`config.mk`:
```
export PLATFORM = sky130hd
export DESIGN_NAME = modbus_rtu_frame_receiver
export DESIGN_NICKNAME = d
export VERILOG_FILES = /design/src/sv/mrfr_pkg.sv /design/src/sv/mrfr_engine.sv /design/src/sv/modbus_rtu_frame_receiver.sv
export SDC_FILE = /design/constraint.sdc
export NUM_CORES = 1
export LEC_CHECK = 0
export ABC_CLOCK_PERIOD_IN_PS = 12100
export BUFFER_PORTS_ARGS = -buffer_cell sky130_fd_sc_hd__buf_4
export CELL_PAD_IN_SITES_DETAIL_PLACEMENT = 1
export CELL_PAD_IN_SITES_GLOBAL_PLACEMENT = 1
export CORE_MARGIN = 10
export CORE_UTILIZATION = 30
export CTS_BUF_LIST = sky130_fd_sc_hd__clkbuf_4 sky130_fd_sc_hd__clkbuf_8
export DETAILED_ROUTE_END_ITERATION = 12
export GPL_TIMING_DRIVEN = 0
export MAX_ROUTING_LAYER = met4
export PLACE_DENSITY_LB_ADDON = 0.1
export SETUP_SLACK_MARGIN = 0.3
export SYNTH_ARGS = -nofsm -noshare
export SYNTH_HDL_FRONTEND = slang
export SYNTH_SLANG_ARGS = --single-unit
```
`constraint.sdc`:
```
create_clock -name clock -period 12.1 [get_ports clock]
set_clock_uncertainty 0.15 [all_clocks]
set_input_delay 0.605 -clock clock [delete_from_list [all_inputs] [get_ports clock]]
set_output_delay 0.605 -clock clock [all_outputs]
set_load 0.02 [all_outputs]
```
`src/sv/mrfr_pkg.sv`:
```
// Shared types, codes and the CRC-16 byte update for the Modbus RTU frame receiver.
package mrfr_pkg;

   // Largest length byte accepted in read-reply mode (exclusive)
   localparam int unsigned MaxData = 64;

   // Input operation codes
   localparam logic [1:0] OP_ARM  = 2'd0;
   localparam logic [1:0] OP_BYTE = 2'd1;
   localparam logic [1:0] OP_TICK = 2'd2;

   // Result kinds
   localparam logic KIND_DATA = 1'b0;
   localparam logic KIND_DONE = 1'b1;

   // Frame status codes
   localparam logic [1:0] ST_OK      = 2'd0;
   localparam logic [1:0] ST_CRC_ERR = 2'd1;
   localparam logic [1:0] ST_OVERFLOW = 2'd2;
   localparam logic [1:0] ST_TIMEOUT = 2'd3;

   // Configuration register indexes
   localparam logic CSR_RX_MODE = 1'b0;
   localparam logic CSR_TIMEOUT = 1'b1;

   // CRC constants
   localparam logic [15:0] CRC_INIT = 16'hFFFF;
   localparam logic [15:0] CRC_POLY = 16'hA001;

   localparam logic [15:0] TIMEOUT_RESET = 16'd500;
   localparam logic [8:0]  ACK_FRAME_LEN = 9'd8;
   localparam logic [7:0]  ACK_DATA_LEN  = 8'd2;

   // One result word
   typedef struct packed {
      logic [15:0] crc_calc;
      logic [15:0] crc_received;
      logic [7:0]  data_len;
      logic [7:0]  func_code;
      logic [7:0]  dev_addr;
      logic [1:0]  status;
      logic [5:0]  data_index;
      logic [7:0]  data_byte;
      logic        kind;
   } result_type;

   // Modbus CRC-16, one byte, reflected polynomial
   function automatic logic [15:0] crc_byte(input logic [15:0] crc, input logic [7:0] b);
      logic [15:0] c;
      c = crc ^ {8'd0, b};
      for (int i = 0; i < 8; i++) begin
         if (c[0]) begin
            c = (c >> 1) ^ CRC_POLY;
         end else begin
            c = c >> 1;
         end
      end
      return c;
   endfunction

endpackage

```
`src/sv/mrfr_engine.sv`:
```
// Frame parser state, CRC accumulation and result generation for one word per cycle while go is high.
module mrfr_engine import mrfr_pkg::*; (
   input  logic        clock,
   input  logic        reset,
   input  logic        csr_we,
   input  logic        csr_addr,
   input  logic [15:0] csr_wdata,
   input  logic        go,
   input  logic [1:0]  op,
   input  logic [7:0]  rx_byte,
   output logic        res_valid,
   output result_type  res
);

   localparam logic [1:0] PH_IDLE = 2'd0;
   localparam logic [1:0] PH_READ = 2'd1;
   localparam logic [1:0] PH_ACK  = 2'd2;

   logic        rx_mode_ff;
   logic [15:0] timeout_ff;
   logic [1:0]  phase_ff, phase_in;
   logic [8:0]  byte_count_ff, byte_count_in;
   logic [8:0]  frame_total_ff, frame_total_in;
   logic [15:0] crc_ff, crc_in;
   logic [7:0]  addr_ff, addr_in;
   logic [7:0]  func_ff, func_in;
   logic [7:0]  len_ff, len_in;
   logic [7:0]  crc_lo_ff, crc_lo_in;
   logic [15:0] idle_ff, idle_in;

   logic [15:0] crc_next;
   logic [9:0]  p_plus2;
   logic [8:0]  data_start;
   logic [8:0]  data_off;
   logic [15:0] crc_rx;
   logic        is_ack;

   assign crc_next   = crc_byte(crc_ff, rx_byte);
   assign p_plus2    = {1'b0, byte_count_ff} + 10'd2;
   assign is_ack     = (phase_ff == PH_ACK);
   assign data_start = is_ack ? 9'd4 : 9'd3;
   assign data_off   = byte_count_ff - data_start;
   assign crc_rx     = {rx_byte, crc_lo_ff};

   // Next state and result for the word at the head of the pipe
   always_comb begin
      phase_in       = phase_ff;
      byte_count_in  = byte_count_ff;
      frame_total_in = frame_total_ff;
      crc_in         = crc_ff;
      addr_in        = addr_ff;
      func_in        = func_ff;
      len_in         = len_ff;
      crc_lo_in      = crc_lo_ff;
      idle_in        = idle_ff;
      res_valid      = 1'b0;
      res            = '0;
      res.kind       = KIND_DONE;

      if (op == OP_ARM) begin
         phase_in       = rx_mode_ff ? PH_ACK : PH_READ;
         byte_count_in  = '0;
         frame_total_in = rx_mode_ff ? ACK_FRAME_LEN : 9'd0;
         crc_in         = CRC_INIT;
         addr_in        = '0;
         func_in        = '0;
         len_in         = rx_mode_ff ? ACK_DATA_LEN : 8'd0;
         crc_lo_in      = '0;
         idle_in        = '0;
      end else if (phase_ff != PH_IDLE && op == OP_TICK) begin
         if ({1'b0, idle_ff} + 17'd1 >= {1'b0, timeout_ff}) begin
            phase_in   = PH_IDLE;
            res_valid  = 1'b1;
            res.status = ST_TIMEOUT;
         end else begin
            idle_in = idle_ff + 16'd1;
         end
      end else if (phase_ff != PH_IDLE && op == OP_BYTE) begin
         idle_in       = '0;
         byte_count_in = byte_count_ff + 9'd1;
         if (byte_count_ff < 9'd2) begin
            // address and function code
            if (byte_count_ff == 9'd0) begin
               addr_in = rx_byte;
            end else begin
               func_in = rx_byte;
            end
            crc_in = crc_next;
         end else if (!is_ack && byte_count_ff == 9'd2) begin
            // length byte
            len_in = rx_byte;
            crc_in = crc_next;
            if ({1'b0, rx_byte} >= 9'(MaxData)) begin
               phase_in   = PH_IDLE;
               res_valid  = 1'b1;
               res.status = ST_OVERFLOW;
            end else begin
               frame_total_in = {1'b0, rx_byte} + 9'd5;
            end
         end else if (p_plus2 < {1'b0, frame_total_ff}) begin
            // payload
            crc_in = crc_next;
            if (byte_count_ff >= data_start) begin
               res_valid      = 1'b1;
               res.kind       = KIND_DATA;
               res.data_byte  = rx_byte;
               res.data_index = data_off[5:0];
            end
         end else if (p_plus2 == {1'b0, frame_total_ff}) begin
            crc_lo_in = rx_byte;
         end else begin
            // CRC high byte closes the frame
            phase_in         = PH_IDLE;
            res_valid        = 1'b1;
            res.status       = (crc_rx == crc_ff) ? ST_OK : ST_CRC_ERR;
            res.crc_received = crc_rx;
            res.crc_calc     = crc_ff;
         end
      end

      res.dev_addr  = addr_ff;
      res.func_code = func_ff;
      res.data_len  = len_ff;
      if (op == OP_BYTE && byte_count_ff == 9'd2 && !is_ack) begin
         res.data_len = rx_byte;
      end
   end

   // Configuration registers
   always_ff @(posedge clock) begin
      if (reset) begin
         rx_mode_ff <= 1'b0;
         timeout_ff <= TIMEOUT_RESET;
      end else if (csr_we) begin
         case (csr_addr)
            CSR_RX_MODE: rx_mode_ff <= csr_wdata[0];
            CSR_TIMEOUT: timeout_ff <= csr_wdata;
            default:     rx_mode_ff <= rx_mode_ff;
         endcase
      end
   end

   // Frame state
   always_ff @(posedge clock) begin
      if (reset) begin
         phase_ff       <= PH_IDLE;
         byte_count_ff  <= '0;
         frame_total_ff <= '0;
         crc_ff         <= CRC_INIT;
         addr_ff        <= '0;
         func_ff        <= '0;
         len_ff         <= '0;
         crc_lo_ff      <= '0;
         idle_ff        <= '0;
      end else if (go) begin
         phase_ff       <= phase_in;
         byte_count_ff  <= byte_count_in;
         frame_total_ff <= frame_total_in;
         crc_ff         <= crc_in;
         addr_ff        <= addr_in;
         func_ff        <= func_in;
         len_ff         <= len_in;
         crc_lo_ff      <= crc_lo_in;
         idle_ff        <= idle_in;
      end
   end

endmodule

```
`src/sv/modbus_rtu_frame_receiver.sv`:
```
// Modbus RTU reply receiver top level: input register, parser engine, result register.
//
//   channel | dir | tdata (low bit first)                         | tuser
//   req_    | in  | rx_byte[7:0]                                  | op[1:0]
//   rsp_    | out | data_byte, data_index, status, dev_addr,      | kind
//           |     | func_code, data_len, crc_received, crc_calc   |
//   csr_    | in  | write enable, register index, 16-bit data     | -
//
// One word per cycle sustained while the result side is not stalled.
// Each word is parsed by the engine in the cycle it leaves the input register.
// Reset is synchronous and clears control state, configuration and the parser state.
// A stalled result holds the engine; the input register keeps taking words while it is free.
module modbus_rtu_frame_receiver import mrfr_pkg::*; (
   input  logic        clock,
   input  logic        reset,
   input  logic        req_tvalid,
   output logic        req_tready,
   input  logic [7:0]  req_tdata,   // rx_byte[7:0]
   input  logic [1:0]  req_tuser,   // op[1:0]
   output logic        rsp_tvalid,
   input  logic        rsp_tready,
   output logic [71:0] rsp_tdata,   // data_byte[7:0], data_index[13:8], status[15:14],
                                    // dev_addr[23:16], func_code[31:24], data_len[39:32],
                                    // crc_received[55:40], crc_calc[71:56]
   output logic        rsp_tuser,   // kind
   input  logic        csr_we,
   input  logic        csr_addr,
   input  logic [15:0] csr_wdata
);

   logic        in_valid_ff;
   logic [1:0]  in_op_ff;
   logic [7:0]  in_byte_ff;
   logic        out_valid_ff;
   result_type  out_ff;
   logic        out_free;
   logic        go;
   logic        eng_valid;
   result_type  eng_res;

   assign out_free   = !out_valid_ff || rsp_tready;
   assign go         = in_valid_ff && out_free;
   assign req_tready = !in_valid_ff || go;

   mrfr_engine u_engine (
      .clock     (clock),
      .reset     (reset),
      .csr_we    (csr_we),
      .csr_addr  (csr_addr),
      .csr_wdata (csr_wdata),
      .go        (go),
      .op        (in_op_ff),
      .rx_byte   (in_byte_ff),
      .res_valid (eng_valid),
      .res       (eng_res)
   );

   // Input register
   always_ff @(posedge clock) begin
      if (reset) begin
         in_valid_ff <= 1'b0;
      end else if (req_tready) begin
         in_valid_ff <= req_tvalid;
      end
   end

   always_ff @(posedge clock) begin
      if (req_tready && req_tvalid) begin
         in_op_ff   <= req_tuser;
         in_byte_ff <= req_tdata;
      end
   end

   // Result register
   always_ff @(posedge clock) begin
      if (reset) begin
         out_valid_ff <= 1'b0;
      end else if (out_free) begin
         out_valid_ff <= go && eng_valid;
      end
   end

   always_ff @(posedge clock) begin
      if (go && eng_valid) begin
         out_ff <= eng_res;
      end
   end

   assign rsp_tvalid = out_valid_ff;
   assign rsp_tuser  = out_ff.kind;
   assign rsp_tdata  = {out_ff.crc_calc, out_ff.crc_received, out_ff.data_len,
                        out_ff.func_code, out_ff.dev_addr, out_ff.status,
                        out_ff.data_index, out_ff.data_byte};

endmodule

```
Word level (Yosys, flattened, before mapping)

Cells that the tools add are included.

Logic and storage cells: 188
Input bits: 32
Output and inout port bits: 75
Register bits: 186

Multiplexer cells: 85
Magnitude comparators: 5
Reductions and logical operators: 37
Equal/unequal tests: 18
Bitwise logic cells: 13
Add/subtract/negate cells: 6

Operators with widths:

| kind                                                | count |
|---|---|
| 2-to-1 mux 16 bit                                   | 18 |
| 2-to-1 mux 8 bit                                    | 23 |
| 2-to-1 mux 9 bit                                    | 9 |
| 2-to-1 mux 15 bit                                   | 3 |
| 2-to-1 mux 17 bit                                   | 2 |
| 2-to-1 mux 2 bit                                    | 17 |
| inverter 2 -> 3 bit                                 | 8 |
| adder 16 x 1 -> 17 bit, second input constant       | 1 |
| greater-or-equal comparator 17 x 16 -> 1 bit        | 1 |
| adder 16 x 1 -> 16 bit, second input constant       | 1 |
| equality test 16 bit                                | 1 |
| XOR 16 x 8 -> 16 bit                                | 1 |
| AND reduction 5 bit                                 | 3 |
| AND reduction 7 bit                                 | 2 |
| OR reduction 7 bit                                  | 2 |
| != test 2 x 1 -> 1 bit, second input constant       | 6 |
| nonzero test 2 bit                                  | 6 |
| 2-to-1 mux 1 bit                                    | 11 |
| adder 9 x 2 -> 10 bit, second input constant        | 1 |
| equality test 10 x 9 -> 1 bit                       | 1 |
| less-than comparator 10 x 9 -> 1 bit                | 1 |
| adder 8 x 3 -> 9 bit, second input constant         | 1 |
| adder 9 x 1 -> 9 bit, second input constant         | 1 |
| equality test 9 x 2 -> 1 bit, second input constant | 1 |
| other kinds (25)                                    | 43 |

Depth between registers and ports, before layout

Depth in word-level cells: 23
Gate-level depth with buffers: 13
Gate-level depth less buffers: 12

Cells and area by module

A second synthesis with hierarchy kept.

Cells, all modules: 861
Area, all modules: 8923.6 um^2

By module, submodules not included:

| module                    | cells an instance | seq. area each (um^2) | area each (um^2) | times used |
|---|---|---|---|---|
| mrfr_engine               | 767               | 2021.9                | 6328.6           | 1 |
| modbus_rtu_frame_receiver | 94                | 2532.4                | 2595.0           | 1 |

Worst setup path after synthesis

No wires, ideal clock.

Path kind: register to register
Start point: reg u_engine.idle_ff[0]
End point: reg out_ff, in the netlist rsp_tdata[0], enable pin
Clock period less this slack: 6777 ps
Stages on the path, launching flop included: 13
Arrival: 6099 ps
Buffers on the path: 0
Required time: 11422 ps
Path slack: 5323 ps
Setup time: 528 ps
Cell sequence: dfxtp_1 ha_1 nand4_1 nor2_1 nand2_1 xnor2_1 ha_1 nand4_1 a2111oi_0 a211oi_1 o221ai_2 a22oi_1 a21oi_1

Cells in the longest elaborated chain, start to end: 6

RTL lines:

| element                                      | RTL line                        | RTL |
|---|---|---|
| start: declaration                           | mrfr_engine.sv:29               | `logic [15:0] idle_ff, idle_in;` |
| start signal: assignment                     | mrfr_engine.sv:164              | `idle_ff <= idle_in;` |
| adder 16 x 1 -> 17 bit                       | mrfr_engine.sv:71               | `if ({1'b0, idle_ff} + 17'd1 >= {1'b0, timeout_ff}) begin` |
| greater-or-equal comparator 17 x 16 -> 1 bit | mrfr_engine.sv:71               |  |
| 2-to-1 mux 1 bit                             | mrfr_engine.sv:71               |  |
| 2-to-1 mux 1 bit                             | mrfr_engine.sv:70               | `end else if (phase_ff != PH_IDLE && op == OP_TICK) begin` |
| 2-to-1 mux 1 bit                             | mrfr_engine.sv:60               | `if (op == OP_ARM) begin` |
| logical AND 1 bit                            | modbus_rtu_frame_receiver.sv:84 | `if (go && eng_valid) begin` |
| end signal: assignment                       | modbus_rtu_frame_receiver.sv:85 | `out_ff <= eng_res;` |
| end: declaration                             | modbus_rtu_frame_receiver.sv:35 | `result_type out_ff;` |

No other way between the ends.
A chain may end at the register's enable or synchronous reset.

Final worst setup path

Start point: reg u_engine.idle_ff[0]
End point: reg out_ff, in the netlist rsp_tdata[13], enable pin

The elaborated chain is that of the path after synthesis.

==> results.md <==
* Status: completed
* Fin area at 0.01077 sq mm
* Core area at 0.02964 sq mm
* Post-synthesis mux area share at 4.360%
* Layout cells sized above 1 at 19.58%
* CTS buffer count at 17
* Psw at 0.0003294 W
* Maximum clock rate at 211.6 MHz
* Post-synthesis instance area at 0.009011 sq mm
* Die footprint at 0.03737 sq mm
* Clock sink count at 186
* Cell Area, Placed at 0.01038 sq mm
* Crit path capture type: flop
* Power per cell area at 109.1 mW/mm^2
* Iter 0 DRT Violations at 276
* Post-CTS Setup Inserts at 0
* Diodes inserted at 0
* Worst Path Class, Setup: reg2reg
* Grt total ovfl at 0
* Slew at the pin closest to its max-slew limit at 0.8420 ns
* Post-CTS resize count at 0
* Clk pwr share at 36.2%
* Yosys top cell area share at 27.66%
* Final worst setup slack at 7.375 ns
* Floorplan row count at 63
* Simple-gate share of the synthesized area at 18.56%
* Synth warnings at 0
* Largest stage delay, worst path at 0.44 ns
* Mapped Nets at 923
* Critical Path Fanout Max at 28
* Synth area leaders: edfxtp_1 28%, dfxtp_1 23%, ha_1 4.9%, xor2_1 3.7%, and2_1 3.7%
* CTS Hold Buffers Added at 0
* Fraction of registers with async set/reset at 0%
* Syn_area_per_cell at 10.54 sq um
* Post-DP HPWL at 20.08 mm
* Total negative setup slack at 0 ns
* Root Buffer: clkbuf_8
* Initial Utilization at 30.40%
* Worst-path clk slew at 0.11 ns
* Hold Path Stages at 1
* Largest net degree at the start of global routing at 29
* DIE WIDTH at 193.3 microns
* PortBufs at 106
* Crit path depth at 14
* Arr. time, crit path at 4.77 ns
* Pre-Repair DR Iteration Count at 4
* Area leader, netlist: edfxtp_1
* Bufs and invs on worst path at 2
* Nets at 1051
* Synthesized flop and latch total at 186
* Die extent in y at 193.3 microns
* Synth cell types at 78
* Worst-Skew Late Latency at 0.49 ns
* Filler cells at 3354
* Final setup viols at 0
* Largest family of logic cells by synthesized area: simple AND/OR/NAND/NOR gates
* Final hold viol count at 0
* Synth Area in Compound Gates at 10.40%
* H-tree depth at 4
* Antenna violations before repair at 0
* Vias per cell at 4.790
* Antenna viol nets, final at 0
* Sequential power share at 56.6%
* RSZ-0062 raised after global routing: no
* Int Power at 0.0008461 W
* Area of the multi-input gates at 0.004135 sq mm
* Wire per inst at 19.14 microns
* Pre-CTS setup slack at 7.283 ns
* Post-synth EDFFs at 83
* Critical path startpoint category: flop
* Net Sw Frac at 28.02%
* CTS tree: built
* Reg2Reg Depth at 14
* CP max-delay cell: a21oi_4
* DRC Markers at 0
* Count of final max-slew check failures at 0
* GRT Util Overall at 14.54%
* Hold WC Path Type: in2reg
* Max Cap Viol at 0
* Minimum clock period at 4.725 ns
* Seq/Total Area, Yosys at 50.54%
* Comb pwr share at 7.3%
* Vias in the first global route at 7005
* Req. time, crit path at 12.14 ns
* Critical path's top delay family: compound AO/OA/AOI/OAI gates
* I/O pin cnt at 107
* Deepest clock path buffer count at 2
* Register area at 0.004554 sq mm
* Synth Area in XOR/XNOR at 7.359%
* Global-route wire length before repair at 42.10 mm
* Drt total wl at 26.53 mm
* Final worst path period share at 39.05%
* Area delta synth->final at 19.56%
* Leakage power at 4.066 nW
* Slew headroom at 43.87%
* GP Congestion at 0.7727
* Post-Synthesis Cells at 855
* Main synth FF type: dfxtp_1
* Worst VDD drop at 46.71 uV
* Total number of vias at 6639
* Adder-Cell Fraction of Synth Area at 5.082%
* CP Cell Sequence: ha_1, nand4_1, nor2_1, nand2_1, xnor2_1, ha_1, nand4_1, a2111oi_0, a211oi_1, o221ai_2, a22oi_1, a21oi_4, buf_16, buf_12
[logic make-up (layout without fill, tap and decap cells)]
| group | Yosys count | in the layout |
|---|---|---|
| muxes | 38 | 38 |
| xor gates and xnor gates | 70 | 70 |
| buffers and inverters | 76 | 217 |
| DFF | 186 | 186 |
| and+or+nand+nor | 322 | 322 |
| AOI/OAI and AO/OA | 127 | 127 |
| adders and majority gates | 36 | 36 |
[metal layers]
layer,track usage (%),share of wire [%]
met5,-,0
met4,3.376,1.0
met3,2.507,2.6
met2,23.53,48
met1,18.55,48
[through the flow]
step                      hold WS [ns]  total power (W)  util (%)  std cells
final                           0.1437         0.001176     36.35       1386
after global routing            0.1046         0.001231     36.35       1386
after CTS                       0.1095         0.001194     36.35       1386
after detailed placement        0.2748        0.0007667     35.03       1354
after global placement          0.2636        0.0007661     34.73       1351
after floorplan                 0.2587        0.0007323         -        855
[state kept, by name, indices dropped and copies added (netlist names)]
| register | count |
|---|---|
| u_engine.timeout_ff | 16 |
| u_engine.phase_ff | 2 |
| u_engine.rx_mode_ff | 1 |
| u_engine.addr_ff | 8 |
| rsp_tdata | 72 |
| u_engine.idle_ff | 16 |
| u_engine.frame_total_ff | 9 |
| u_engine.crc_lo_ff | 8 |
| rsp_tvalid | 1 |
| in_byte_ff | 8 |
| rsp_tuser | 1 |
| u_engine.byte_count_ff | 9 |
| in_op_ff | 2 |
| u_engine.func_ff | 8 |
| u_engine.crc_ff | 16 |
| u_engine.len_ff | 8 |
| in_valid_ff | 1 |
[layout by cell type, fill, tap and decap left out, types with 18 or more instances in the layout]
master | synthesis | layout
a21oi_1 | 32 | 31
xor2_1 | 38 | 38
a22oi_1 | 18 | 18
xnor2_1 | 27 | 27
nand2_1 | 81 | 81
dfxtp_1 | 103 | 103
buf_4 | 2 | 108
clkbuf_1 | 23 | 23
edfxtp_1 | 83 | 83
nor2_1 | 78 | 78
inv_1 | 34 | 34
nand3_1 | 27 | 27
and2_1 | 53 | 53
mux2i_1 | 28 | 28
ha_1 | 35 | 35
[worst paths after layout]
check | end | startpoint | slack, ns
worst max register to register | rsp_tdata[13]$_SDFFCE_PP0P_ | u_engine.idle_ff[0]$_SDFFE_PP0P_ | 7.37
worst min-delay path | in_byte_ff[6]$_DFFE_PP_ | req_tdata[6] | 0.14
worst min register to register | rsp_tdata[31]$_DFFE_PP_ | u_engine.func_ff[7]$_SDFFE_PP0P_ | 0.30
worst max-delay path | rsp_tdata[13]$_SDFFCE_PP0P_ | u_engine.idle_ff[0]$_SDFFE_PP0P_ | 7.37
[synthesized netlist by cell type (3+ instances only)]
| cell type | count |
|---|---|
| o21ai_0 | 15 |
| a21o_1 | 7 |
| xor2_1 | 38 |
| xnor2_2 | 3 |
| nor3_2 | 4 |
| nand2_1 | 81 |
| clkbuf_1 | 23 |
| a21oi_1 | 32 |
| nor4_1 | 4 |
| dfxtp_1 | 103 |
| or3_1 | 5 |
| nor3b_1 | 7 |
| mux2i_1 | 28 |
| a22oi_1 | 18 |
| buf_2 | 8 |
| and4_1 | 3 |
| nor3_1 | 11 |
| and3_1 | 17 |
| nor2b_1 | 4 |
| edfxtp_1 | 83 |
| nor2_1 | 78 |
| o211ai_1 | 7 |
| nand2b_1 | 5 |
| and2_1 | 53 |
| o21ai_1 | 10 |
| buf_1 | 3 |
| ha_1 | 35 |
| inv_1 | 34 |
| xnor2_1 | 27 |
| mux2_2 | 9 |
| nand3_1 | 27 |
| nand4_1 | 9 |
| buf_6 | 4 |
| a221o_1 | 3 |
[power groups by stage]
stage / Clock [W] / Combinational, W / Sequential [W]
after floorplan: 0 / 0.0000553 / 0.000677
after global placement: 0 / 0.0000866 / 0.000679
after detailed placement: 0 / 0.0000870 / 0.000680
after CTS: 0.000441 / 0.0000876 / 0.000665
after global routing: 0.000469 / 0.0000956 / 0.000666
final: 0.000425 / 0.0000855 / 0.000665
[area by class of cell]
| cell class | instances | share of cell area (%) |
|---|---|---|
| Buffer | 40 | 1.835 |
| Clock buffer | 17 | 2.172 |
| Clock inverter | 15 | 1.475 |
| Inverter | 36 | 1.254 |
| Multi-Input combinational cell | 593 | 38.38 |
| Sequential cell | 186 | 42.27 |
| Tap cell | 390 | 4.529 |
| Timing Repair Buffer | 109 | 8.083 |
(Power assumes the default switching activity.)
